## src/ckpb_pkg.sv

```systemverilog
// Shared types, constants and register codes of the color-keyed blender.
`default_nettype none
package ckpb_pkg;

  localparam int unsigned ChanW   = 8;
  localparam int unsigned RgbW    = 24;
  localparam int unsigned RawW    = 32;
  localparam int unsigned PctW    = 7;
  localparam int unsigned ModeW   = 2;
  localparam int unsigned CfgIdxW = 3;
  localparam int unsigned CfgDataW = 32;
  localparam int unsigned NumChan = 3;

  // Products and sums of one channel stay at or below 255 * 100 = 25500.
  localparam int unsigned ProdW = 15;

  // Division by 100 as a multiply by 5243 and a right shift by 19.
  localparam int unsigned RecipW = 13;
  localparam int unsigned RecipShift = 19;
  localparam logic [RecipW-1:0] Recip100 = 13'd5243;
  localparam int unsigned QuotFullW = ProdW + RecipW;

  localparam logic [PctW-1:0] FullPct = 7'd100;

  typedef enum logic [ModeW-1:0] {
    MODE_BLEND_SRC  = 2'd0,
    MODE_REPLACE    = 2'd1,
    MODE_BLEND_REPL = 2'd2
  } blend_mode_t;

  typedef enum logic [CfgIdxW-1:0] {
    REG_KEY_COLOUR     = 3'd0,
    REG_REPLACE_COLOUR = 3'd1,
    REG_OPACITY        = 3'd2,
    REG_BLEND_MODE     = 3'd3
  } cfg_reg_t;

  // Current register contents.
  typedef struct packed {
    logic [RawW-1:0]  key_colour;
    logic [RgbW-1:0]  replace_colour;
    logic [PctW-1:0]  opacity;
    logic [ModeW-1:0] mode;
  } ckpb_cfg_t;

  // Load enables of the back stages of the datapath.
  typedef struct packed {
    logic s2;
    logic s3;
    logic s4;
  } ckpb_adv_t;

endpackage
`default_nettype wire

```

## src/ckpb_cfg.sv

```systemverilog
// Configuration register file with opacity saturation.
`default_nettype none
module ckpb_cfg (
  input  logic                          clk,
  input  logic                          rst,
  input  logic                          cfg_valid,
  output logic                          cfg_ready,
  input  logic [ckpb_pkg::CfgIdxW-1:0]  cfg_index,
  input  logic [ckpb_pkg::CfgDataW-1:0] cfg_data,
  output ckpb_pkg::ckpb_cfg_t           cfg
);
  import ckpb_pkg::*;

  logic [PctW-1:0] opacity_next;

  // Register writes are always taken.
  assign cfg_ready = 1'b1;

  // Values above one hundred percent saturate.
  always_comb begin
    if (cfg_data[PctW-1:0] > FullPct) begin
      opacity_next = FullPct;
    end else begin
      opacity_next = cfg_data[PctW-1:0];
    end
  end

  // Register file; unknown indexes are ignored.
  always_ff @(posedge clk) begin
    if (rst) begin
      cfg.key_colour     <= '0;
      cfg.replace_colour <= '0;
      cfg.opacity        <= FullPct;
      cfg.mode           <= MODE_BLEND_SRC;
    end else if (cfg_valid && cfg_ready) begin
      unique case (cfg_index)
        REG_KEY_COLOUR:     cfg.key_colour     <= cfg_data[RawW-1:0];
        REG_REPLACE_COLOUR: cfg.replace_colour <= cfg_data[RgbW-1:0];
        REG_OPACITY:        cfg.opacity        <= opacity_next;
        REG_BLEND_MODE:     cfg.mode           <= cfg_data[ModeW-1:0];
        default: begin
        end
      endcase
    end
  end

endmodule
`default_nettype wire

```

## src/ckpb_front.sv

```systemverilog
// First stage: key compare and choice of foreground color and weight.
`default_nettype none
module ckpb_front (
  input  logic                       clk,
  input  logic                       en,
  input  ckpb_pkg::ckpb_cfg_t        cfg,
  input  logic [ckpb_pkg::RawW-1:0]  source_pixel,
  input  logic [ckpb_pkg::RgbW-1:0]  background_pixel,
  output logic                       s1_we,
  output logic [ckpb_pkg::RgbW-1:0]  s1_fg,
  output logic [ckpb_pkg::RgbW-1:0]  s1_bg,
  output logic [ckpb_pkg::PctW-1:0]  s1_op
);
  import ckpb_pkg::*;

  logic [RgbW-1:0] fg_next;
  logic [PctW-1:0] op_next;

  // Plain replace is a blend of the replace color at full weight.
  always_comb begin
    unique case (cfg.mode)
      MODE_REPLACE: begin
        fg_next = cfg.replace_colour;
        op_next = FullPct;
      end
      MODE_BLEND_REPL: begin
        fg_next = cfg.replace_colour;
        op_next = cfg.opacity;
      end
      default: begin
        fg_next = source_pixel[RgbW-1:0];
        op_next = cfg.opacity;
      end
    endcase
  end

  // Stage register.
  always_ff @(posedge clk) begin
    if (en) begin
      s1_we <= (source_pixel != cfg.key_colour);
      s1_fg <= fg_next;
      s1_bg <= background_pixel;
      s1_op <= op_next;
    end
  end

endmodule
`default_nettype wire

```

## src/ckpb_mix.sv

```systemverilog
// Back stages: weighted products, channel sums and division by one hundred.
`default_nettype none
module ckpb_mix (
  input  logic                       clk,
  input  ckpb_pkg::ckpb_adv_t        adv,
  input  logic                       s1_we,
  input  logic [ckpb_pkg::RgbW-1:0]  s1_fg,
  input  logic [ckpb_pkg::RgbW-1:0]  s1_bg,
  input  logic [ckpb_pkg::PctW-1:0]  s1_op,
  output logic                       write_enable,
  output logic [ckpb_pkg::RgbW-1:0]  pixel_out
);
  import ckpb_pkg::*;

  logic [ProdW-1:0]     prod_fg [NumChan];
  logic [ProdW-1:0]     prod_bg [NumChan];
  logic [ProdW-1:0]     sum     [NumChan];
  logic [QuotFullW-1:0] quot_full [NumChan];
  logic [PctW-1:0]      op_inv;
  logic                 s2_we;
  logic                 s3_we;

  assign op_inv = FullPct - s1_op;

  // Stage two: per-channel products of foreground and background.
  always_ff @(posedge clk) begin
    if (adv.s2) begin
      s2_we <= s1_we;
      for (int c = 0; c < NumChan; c++) begin
        prod_fg[c] <= ProdW'(s1_fg[c*ChanW +: ChanW] * s1_op);
        prod_bg[c] <= ProdW'(s1_bg[c*ChanW +: ChanW] * op_inv);
      end
    end
  end

  // Stage three: weighted sum of each channel.
  always_ff @(posedge clk) begin
    if (adv.s3) begin
      s3_we <= s2_we;
      for (int c = 0; c < NumChan; c++) begin
        sum[c] <= prod_fg[c] + prod_bg[c];
      end
    end
  end

  // Reciprocal multiply; exact floor for sums up to 25500.
  always_comb begin
    for (int c = 0; c < NumChan; c++) begin
      quot_full[c] = QuotFullW'(sum[c]) * QuotFullW'(Recip100);
    end
  end

  // Stage four: quotient, forced to zero for a keyed pixel.
  always_ff @(posedge clk) begin
    if (adv.s4) begin
      write_enable <= s3_we;
      for (int c = 0; c < NumChan; c++) begin
        if (s3_we) begin
          pixel_out[c*ChanW +: ChanW] <= quot_full[c][RecipShift +: ChanW];
        end else begin
          pixel_out[c*ChanW +: ChanW] <= '0;
        end
      end
    end
  end

endmodule
`default_nettype wire

```

## src/color_keyed_percent_blend_top.sv

```systemverilog
// Throughput: one pixel per clock unless the output stalls; the four stage
// registers (front stage, stages two to four) each hold one pixel. A stalled
// output holds its result and the stages behind it fill before the input
// stalls. Reset (rst, synchronous) empties every stage and sets key and
// replace color to zero, opacity to 100 percent and the mode to source blend.
`default_nettype none
module color_keyed_percent_blend_top (
  input  logic                          clk,
  input  logic                          rst,
  input  logic                          cfg_valid,
  output logic                          cfg_ready,
  input  logic [ckpb_pkg::CfgIdxW-1:0]  cfg_index,
  input  logic [ckpb_pkg::CfgDataW-1:0] cfg_data,
  input  logic                          pix_valid,
  output logic                          pix_stall,
  input  logic [ckpb_pkg::RawW-1:0]     source_pixel,
  input  logic [ckpb_pkg::RgbW-1:0]     background_pixel,
  output logic                          wr_valid,
  input  logic                          wr_stall,
  output logic                          write_enable,
  output logic [ckpb_pkg::RgbW-1:0]     pixel_out
);
  import ckpb_pkg::*;

  localparam int unsigned NumStages = 4;

  ckpb_cfg_t              cfg;
  ckpb_adv_t              adv;
  logic [NumStages-1:0]   vld;
  logic [NumStages-1:0]   rdy;
  logic                   s1_we;
  logic [RgbW-1:0]        s1_fg;
  logic [RgbW-1:0]        s1_bg;
  logic [PctW-1:0]        s1_op;

  ckpb_cfg u_cfg (
    .clk       (clk),
    .rst       (rst),
    .cfg_valid (cfg_valid),
    .cfg_ready (cfg_ready),
    .cfg_index (cfg_index),
    .cfg_data  (cfg_data),
    .cfg       (cfg)
  );

  // A stage loads when it is empty or its contents move on.
  always_comb begin
    rdy[NumStages-1] = !vld[NumStages-1] || !wr_stall;
    for (int i = NumStages - 2; i >= 0; i--) begin
      rdy[i] = !vld[i] || rdy[i+1];
    end
  end

  assign adv.s2    = rdy[1];
  assign adv.s3    = rdy[2];
  assign adv.s4    = rdy[3];
  assign pix_stall = !rdy[0];
  assign wr_valid  = vld[NumStages-1];

  // Valid bits travel with the data.
  always_ff @(posedge clk) begin
    if (rst) begin
      vld <= '0;
    end else begin
      if (rdy[0]) begin
        vld[0] <= pix_valid;
      end
      for (int i = 1; i < NumStages; i++) begin
        if (rdy[i]) begin
          vld[i] <= vld[i-1];
        end
      end
    end
  end

  ckpb_front u_front (
    .clk              (clk),
    .en               (rdy[0]),
    .cfg              (cfg),
    .source_pixel     (source_pixel),
    .background_pixel (background_pixel),
    .s1_we            (s1_we),
    .s1_fg            (s1_fg),
    .s1_bg            (s1_bg),
    .s1_op            (s1_op)
  );

  ckpb_mix u_mix (
    .clk          (clk),
    .adv          (adv),
    .s1_we        (s1_we),
    .s1_fg        (s1_fg),
    .s1_bg        (s1_bg),
    .s1_op        (s1_op),
    .write_enable (write_enable),
    .pixel_out    (pixel_out)
  );

endmodule
`default_nettype wire

```

## config.mk

```make
export PLATFORM = sky130hd
export DESIGN_NAME = color_keyed_percent_blend_top
export DESIGN_NICKNAME = d
export VERILOG_FILES = /design/src/ckpb_pkg.sv /design/src/ckpb_cfg.sv /design/src/ckpb_front.sv /design/src/ckpb_mix.sv /design/src/color_keyed_percent_blend_top.sv
export SDC_FILE = /design/constraint.sdc
export NUM_CORES = 2
export LEC_CHECK = 0
export BUFFER_PORTS_ARGS = -buffer_cell sky130_fd_sc_hd__buf_4
export CAP_MARGIN = 20
export CORE_MARGIN = 2
export CORE_UTILIZATION = 55
export CTS_BUF_LIST = sky130_fd_sc_hd__clkbuf_4
export DETAILED_ROUTE_END_ITERATION = 8
export PLACE_DENSITY = 0.74
export SLEW_MARGIN = 0
export SYNTH_ARGS = -nofsm -noshare
export SYNTH_HDL_FRONTEND = slang
export SYNTH_SLANG_ARGS = --single-unit
export TNS_END_PERCENT = 30
```

## constraint.sdc

```tcl
create_clock -name clk -period 11.1 [get_ports clk]
set_input_delay 0.555 -clock clk [delete_from_list [all_inputs] [get_ports clk]]
set_output_delay 0.555 -clock clk [all_outputs]
set_load 0.01 [all_outputs]
```

[After elaboration in Yosys (flattened, before gate mapping)]
Memory sizes are Yosys's and may differ from the RTL's.
Index checks and enable logic that the tools add are counted.
Storage, ports and cells
  bits in registers: 152
  bits in writable memories: 135
  logic and storage cells: 61
  input bits: 96
  memories: 3
Cells by class
  $add $sub $neg: 4
  magnitude comparators: 1
  eq/ne operators: 6
  multiply operators: 9
  reductions and logical operators: 16
  mux-type cells: 6
Memories
  u_mix.prod_bg: words 3, width 15, rd ports 3, clocked after Yosys merged registers in 0, write ports 3, line ckpb_mix.sv:16  | logic [ProdW-1:0] prod_bg [NumChan];
  u_mix.prod_fg: words 3, width 15, rd ports 3, clocked after Yosys merged registers in 0, write ports 3, line ckpb_mix.sv:15  | logic [ProdW-1:0] prod_fg [NumChan];
  u_mix.sum: words 3, width 15, rd ports 3, clocked after Yosys merged registers in 0, write ports 3, line ckpb_mix.sv:17  | logic [ProdW-1:0] sum [NumChan];
Operator list (number)
  8-bit by 7-bit multiplier with 15-bit output: 6
  15-bit by 13-bit multiplier with 27-bit output, second input constant: 3
  15-bit adder: 3
  32-bit != test: 1
  24-bit two-way mux: 1
  2-bit AND reduction: 4
  7-bit greater-than comparator, second input constant: 1
  7-bit two-way mux: 1
  7-bit subtractor, first input constant: 1
  3-bit by 2-bit equality test with 1-bit output, second input constant: 2
  1-bit logical NOT: 6
  1-bit logical OR: 4
  1-bit two-way mux: 4
  3-bit by 1-bit equality test with 1-bit output, second input constant: 1
  3-bit logical NOT: 1
  2-bit by 1-bit equality test with 1-bit output, second input constant: 1
  2-bit equality test, second input constant: 1
  2-bit OR reduction: 1

[Logic depth before layout (Yosys ltp)]
  depth in word-level cells: 6
  gate-level depth with buffers: 25
  mapped depth without buffers: 22

[Hierarchy]
Synthesis repeated with hierarchy kept, for this count alone.
Unflattened totals
  cells, all modules: 3192
  area, all modules: 32616.3 sq um
By module, submodules not included
  ckpb_mix: seq. area each 4864.7 sq um, instances 1, cells each 2748, area each 27710.3 sq um
  ckpb_front: seq. area each 1681.6 sq um, instances 1, cells each 135, area each 2386.0 sq um
  ckpb_cfg: seq. area each 1301.2 sq um, instances 1, cells each 292, area each 2359.8 sq um
  color_keyed_percent_blend_top: seq. area each 80.1 sq um, instances 1, cells each 17, area each 160.2 sq um

[Least setup slack after synthesis]
No wires, ideal clock.
  kind: register to register
  start point: reg u_front.s1_op[0] (netlist name)
  end point: mem u_mix.prod_bg[0][14], data pin
  data required time: 10.841 ns
  clock period less this slack: 5.877 ns
  cell stages (with the launch flop): 25
  path slack: 5.223 ns
  setup time: 0.259 ns
  arrival: 5.618 ns
  buffers on the path: 3
  cell sequence: edfxtp_1 > clkbuf_1 > clkbuf_1 > inv_1 > ha_1 > inv_1 > a21oi_1 > nand2b_1 > nand2_1 > xor2_1 > clkbuf_1 > and2_1 > fa_1 > fa_1 > fa_1 > inv_1 > fa_1 > inv_1 > ha_1 > or2_2 > a21oi_1 > nor3_1 > a2111oi_0 > a21oi_1 > xnor2_1
RTL lines
  start, declared: line ckpb_front.sv:12  | output logic [ckpb_pkg::PctW-1:0] s1_op
  start signal, assigned: line ckpb_front.sv:43  | s1_op <= op_next;
  end, declared: line ckpb_mix.sv:16

==> metrics.md <==
| Metric | Value |
|---|---|
| Die Wd | 249 um |
| R2r startpoint | u_front.s1_op[1]$_SDFFCE_PN0N_ |
| Die span in y | 249 um |
| Slew Viols, Final | 0 |
| Fillers | 4867 |
| Area growth syn-to-layout | 10.4% |
| Fin util | 0.617 |
| Hold Crit Endpoint | u_front.s1_fg[1]$_DFFE_PN_ |
| Post-cts sizing count | 0 |
| Area contributors post-synth | fa_1 (23%), ha_1 (20%), edfxtp_1 (20%) |
| First drt pass iteration count | 5 |
| CP max-delay cell | edfxtp_1 |
| Yosys synthesis warning count | 0 |
| Post-synthesis sequential area ratio | 0.239 |
| Worst Hold Path Cells | 2 |
| Critical path fanouts, max | 26 |
| FF-to-FF End | u_mix.prod_bg[0][14]$_DFFE_PP_ |
| CTS sink cnt | 287 |
| Fin crit period | 6340 ps |
| Initial Utilization | 0.559 |
| Delay-heaviest family, CP | adder cells |
| Post-synth top flop | edfxtp_1 |
| Most common cell after layout, fill and taps aside | inv_1 |
| Critical Path Sink Type | flop |
| Routability cong. | 0.867 |
| Synth unique cells | 67 |
| Clk_skew | 75.6 ps |
| Post-DRT Antenna Nets | 0 |
| DR vias | 22800 |
| Critical path class | reg -> reg |
| Synth Net Count | 4314 |
| Core Region | 59200 um^2 |
| DRT iter0 DRCs | 1111 |
| I/O pin count | 124 |
| Register Area | 7930 um^2 |
| Slew HR | 0.295 |
| Critical path, cell by cell | inv_1 > ha_1 > inv_1 > a21oi_1 > nand2b_1 > nand2_1 > xor2_1 > buf_4 > and2_1 > fa_1 > fa_1 > fa_1 > inv_1 > fa_1 > inv_1 > ha_1 > or2_2 > a21oi_1 > nor3_1 > a2111oi_0 > a21oi_1 > xnor2_1 |
| Max-cap viol count | 0 |
| CTS root buf | clkbuf_4 |
| Post-Route WL | 67.6 mm |
| Synth Register Bits | 287 |
| Share of layout cells above drive strength 1 | 0.0888 |
| Post-Syn Area | 33100 um^2 |
| Vias in the first global route | 23500 |
| Final Hold Fails | 0 |
| GRT Total Usage | 0.225 |
| Worst-path clk slew | 70 ps |
| Die area | 62200 um^2 |
| Final nets | 4527 |
| CTS Buffer Depth | 3 |
| Crit path DAT | 6900 ps |
| Bufs and invs on worst path | 5 |
| First-pass GRT wire length | 114 mm |
| Area of the multi-input gates | 22600 um^2 |
| Post-synth ARST share | 0 |
| Worst Reg-to-Reg Cells | 22 |
| Final period util | 0.571 |
| Vias/cell | 5.24 |
| Status | completed |
| Leading area contributor after synthesis | fa_1 |
| Post-Syn Instances | 3301 |
| EDFF count, synth | 218 |
| CP startpoint kind | flop |
| GRT overflow | 0 |
| RSZ-0062 raised after global routing | no |
| IO buf count | 122 |
| Min-Delay Path Class | in -> reg |
| Setup Total Neg Slack | 0 ps |
| CTS tree | yes |
| Fmax achieved | 158 MHz |
| Worst skew pair latency | 860 ps |
| Avg Inst Size Synth | 10.0 um^2 |
| Worst path max stage delay | 890 ps |
| Wire length per cell | 15.5 um |
| CP startpoint | u_front.s1_op[1]$_SDFFCE_PN0N_ |
| Initial antenna violation count | 4 |
| Pin count of the biggest net entering global routing | 70 |
| Row count | 89 |
| CTS Buf Count | 81 |
| Hold Path Origin | source_pixel[1] |
| Critical Path RT | 11650 ps |
| DRC violations left | 0 |
| Most frequent cells in the layout | inv_1 (653), ha_1 (536), fa_1 (381), nand2_1 (306), edfxtp_1 (218) |
| Worst slew pin tran | 1060 ps |
| HPWL after detailed placement | 54.1 mm |
| H-Tree Level Count | 3 |
| R2r setup slk | 4760 ps |
| Final setup violating endpoints | 0 |
| Synth top area share | 0.230 |
==> worst max-delay path by stage <==
stage	to	slack (ps)	depth (start not counted)
floorplan	u_mix.prod_bg[0][14]$_DFFE_PP_	5220	24
global placement	u_mix.prod_bg[0][14]$_DFFE_PP_	4840	22
detailed placement	u_mix.prod_bg[0][14]$_DFFE_PP_	4760	22
CTS	u_mix.prod_bg[0][14]$_DFFE_PP_	4740	22
global route	u_mix.prod_bg[0][14]$_DFFE_PP_	4320	22
finish	u_mix.prod_bg[0][14]$_DFFE_PP_	4760	22
==> cell usage after synthesis (all sizes together) (10+ instances only) <==
cell type,count
a21o,41
and3,22
a21oi,170
nand2,307
and2,183
xnor2,139
dfxtp,69
o211ai,12
ha,536
or2,14
nor2b,41
or3,18
o21a,23
nand3,27
nand2b,22
clkbuf,60
nand4,16
o21bai,10
mux2,25
o21ai,47
fa,381
edfxtp,218
a31oi,11
nor2,98
a211oi,12
nor3,29
xor2,30
inv,654
==> metal layers <==
layer  track usage  up-vias  routed length, um
met5             0        -                  0
met4        0.0623        0               1520
met3        0.0427      107               3310
met2         0.381      510              32500
met1         0.297    11000              30300
li1              -    11200                  -
==> state kept, by name (all words and copies together), names as in the netlist <==
name and cells:
u_mix.prod_bg 45, vld 4, u_cfg.cfg 65, u_mix.s2_we 1
u_mix.pixel_out 24, u_front.s1_we 1, u_front.s1_fg 24, u_mix.write_enable 1
u_mix.s3_we 1, u_mix.prod_fg 45, u_front.s1_bg 24, u_mix.sum 45
u_front.s1_op 7
==> logic make-up (layout without fill, tap and decap cells) <==
logic type | Yosys count | after routing | share of synthesized area
other cells | 1 | 7 | 0.000113
mux | 32 | 32 | 0.0106
fa+ha+maj | 917 | 917 | 0.433
xor+xnor | 169 | 169 | 0.0447
buf+inv | 716 | 996 | 0.0812
compound gates | 378 | 378 | 0.0716
simple gates | 801 | 801 | 0.120
flops | 287 | 287 | 0.239
==> worst register-to-register path: stages, from the launching register on <==
cell	delay, ps
edfxtp_1	890
inv_1	100
ha_1	230
inv_1	60
a21oi_1	100
nand2b_1	150
nand2_1	70
xor2_1	190
buf_4	260
and2_1	210
fa_1	500
fa_1	420
fa_1	490
inv_1	50
fa_1	470
inv_1	40
ha_1	310
or2_2	320
a21oi_1	190
nor3_1	70
a2111oi_0	640
a21oi_1	160
xnor2_1	170
==> timing repair <==
item	4_1_cts	5_1_grt
endpoints found under the hold margin	86	0
hold buffers	58	0
buffers inserted	0	0
setup endpoints to repair	0	0
==> metrics by stage <==
step | instance area [um^2] | setup slack [ps] | hold WS (ps) | std cells
floorplan | 33100 | 5220 | 400 | 3301
global placement | 34900 | 4840 | 408 | 4146
detailed placement | 34900 | 4760 | 408 | 4146
CTS | 36600 | 4740 | 11.5 | 4354
global route | 36600 | 4320 | -1.94 | 4360
finish | 36600 | 4760 | 74.9 | 4360
==> area by class of cell <==
type                       instances  share of cell area
timing repair buffer             191              0.0432
clock buffer                     104              0.0213
sequential                       287               0.217
clock inverter                    46             0.00763
multi-input combinational       2298               0.617
inverter                         655              0.0672
tap                              773              0.0264
antenna                            6            0.000411
Power is left out: the tool's default activity adds up to more than one toggle a clock period on the data nets, which glitch-free logic cannot reach.
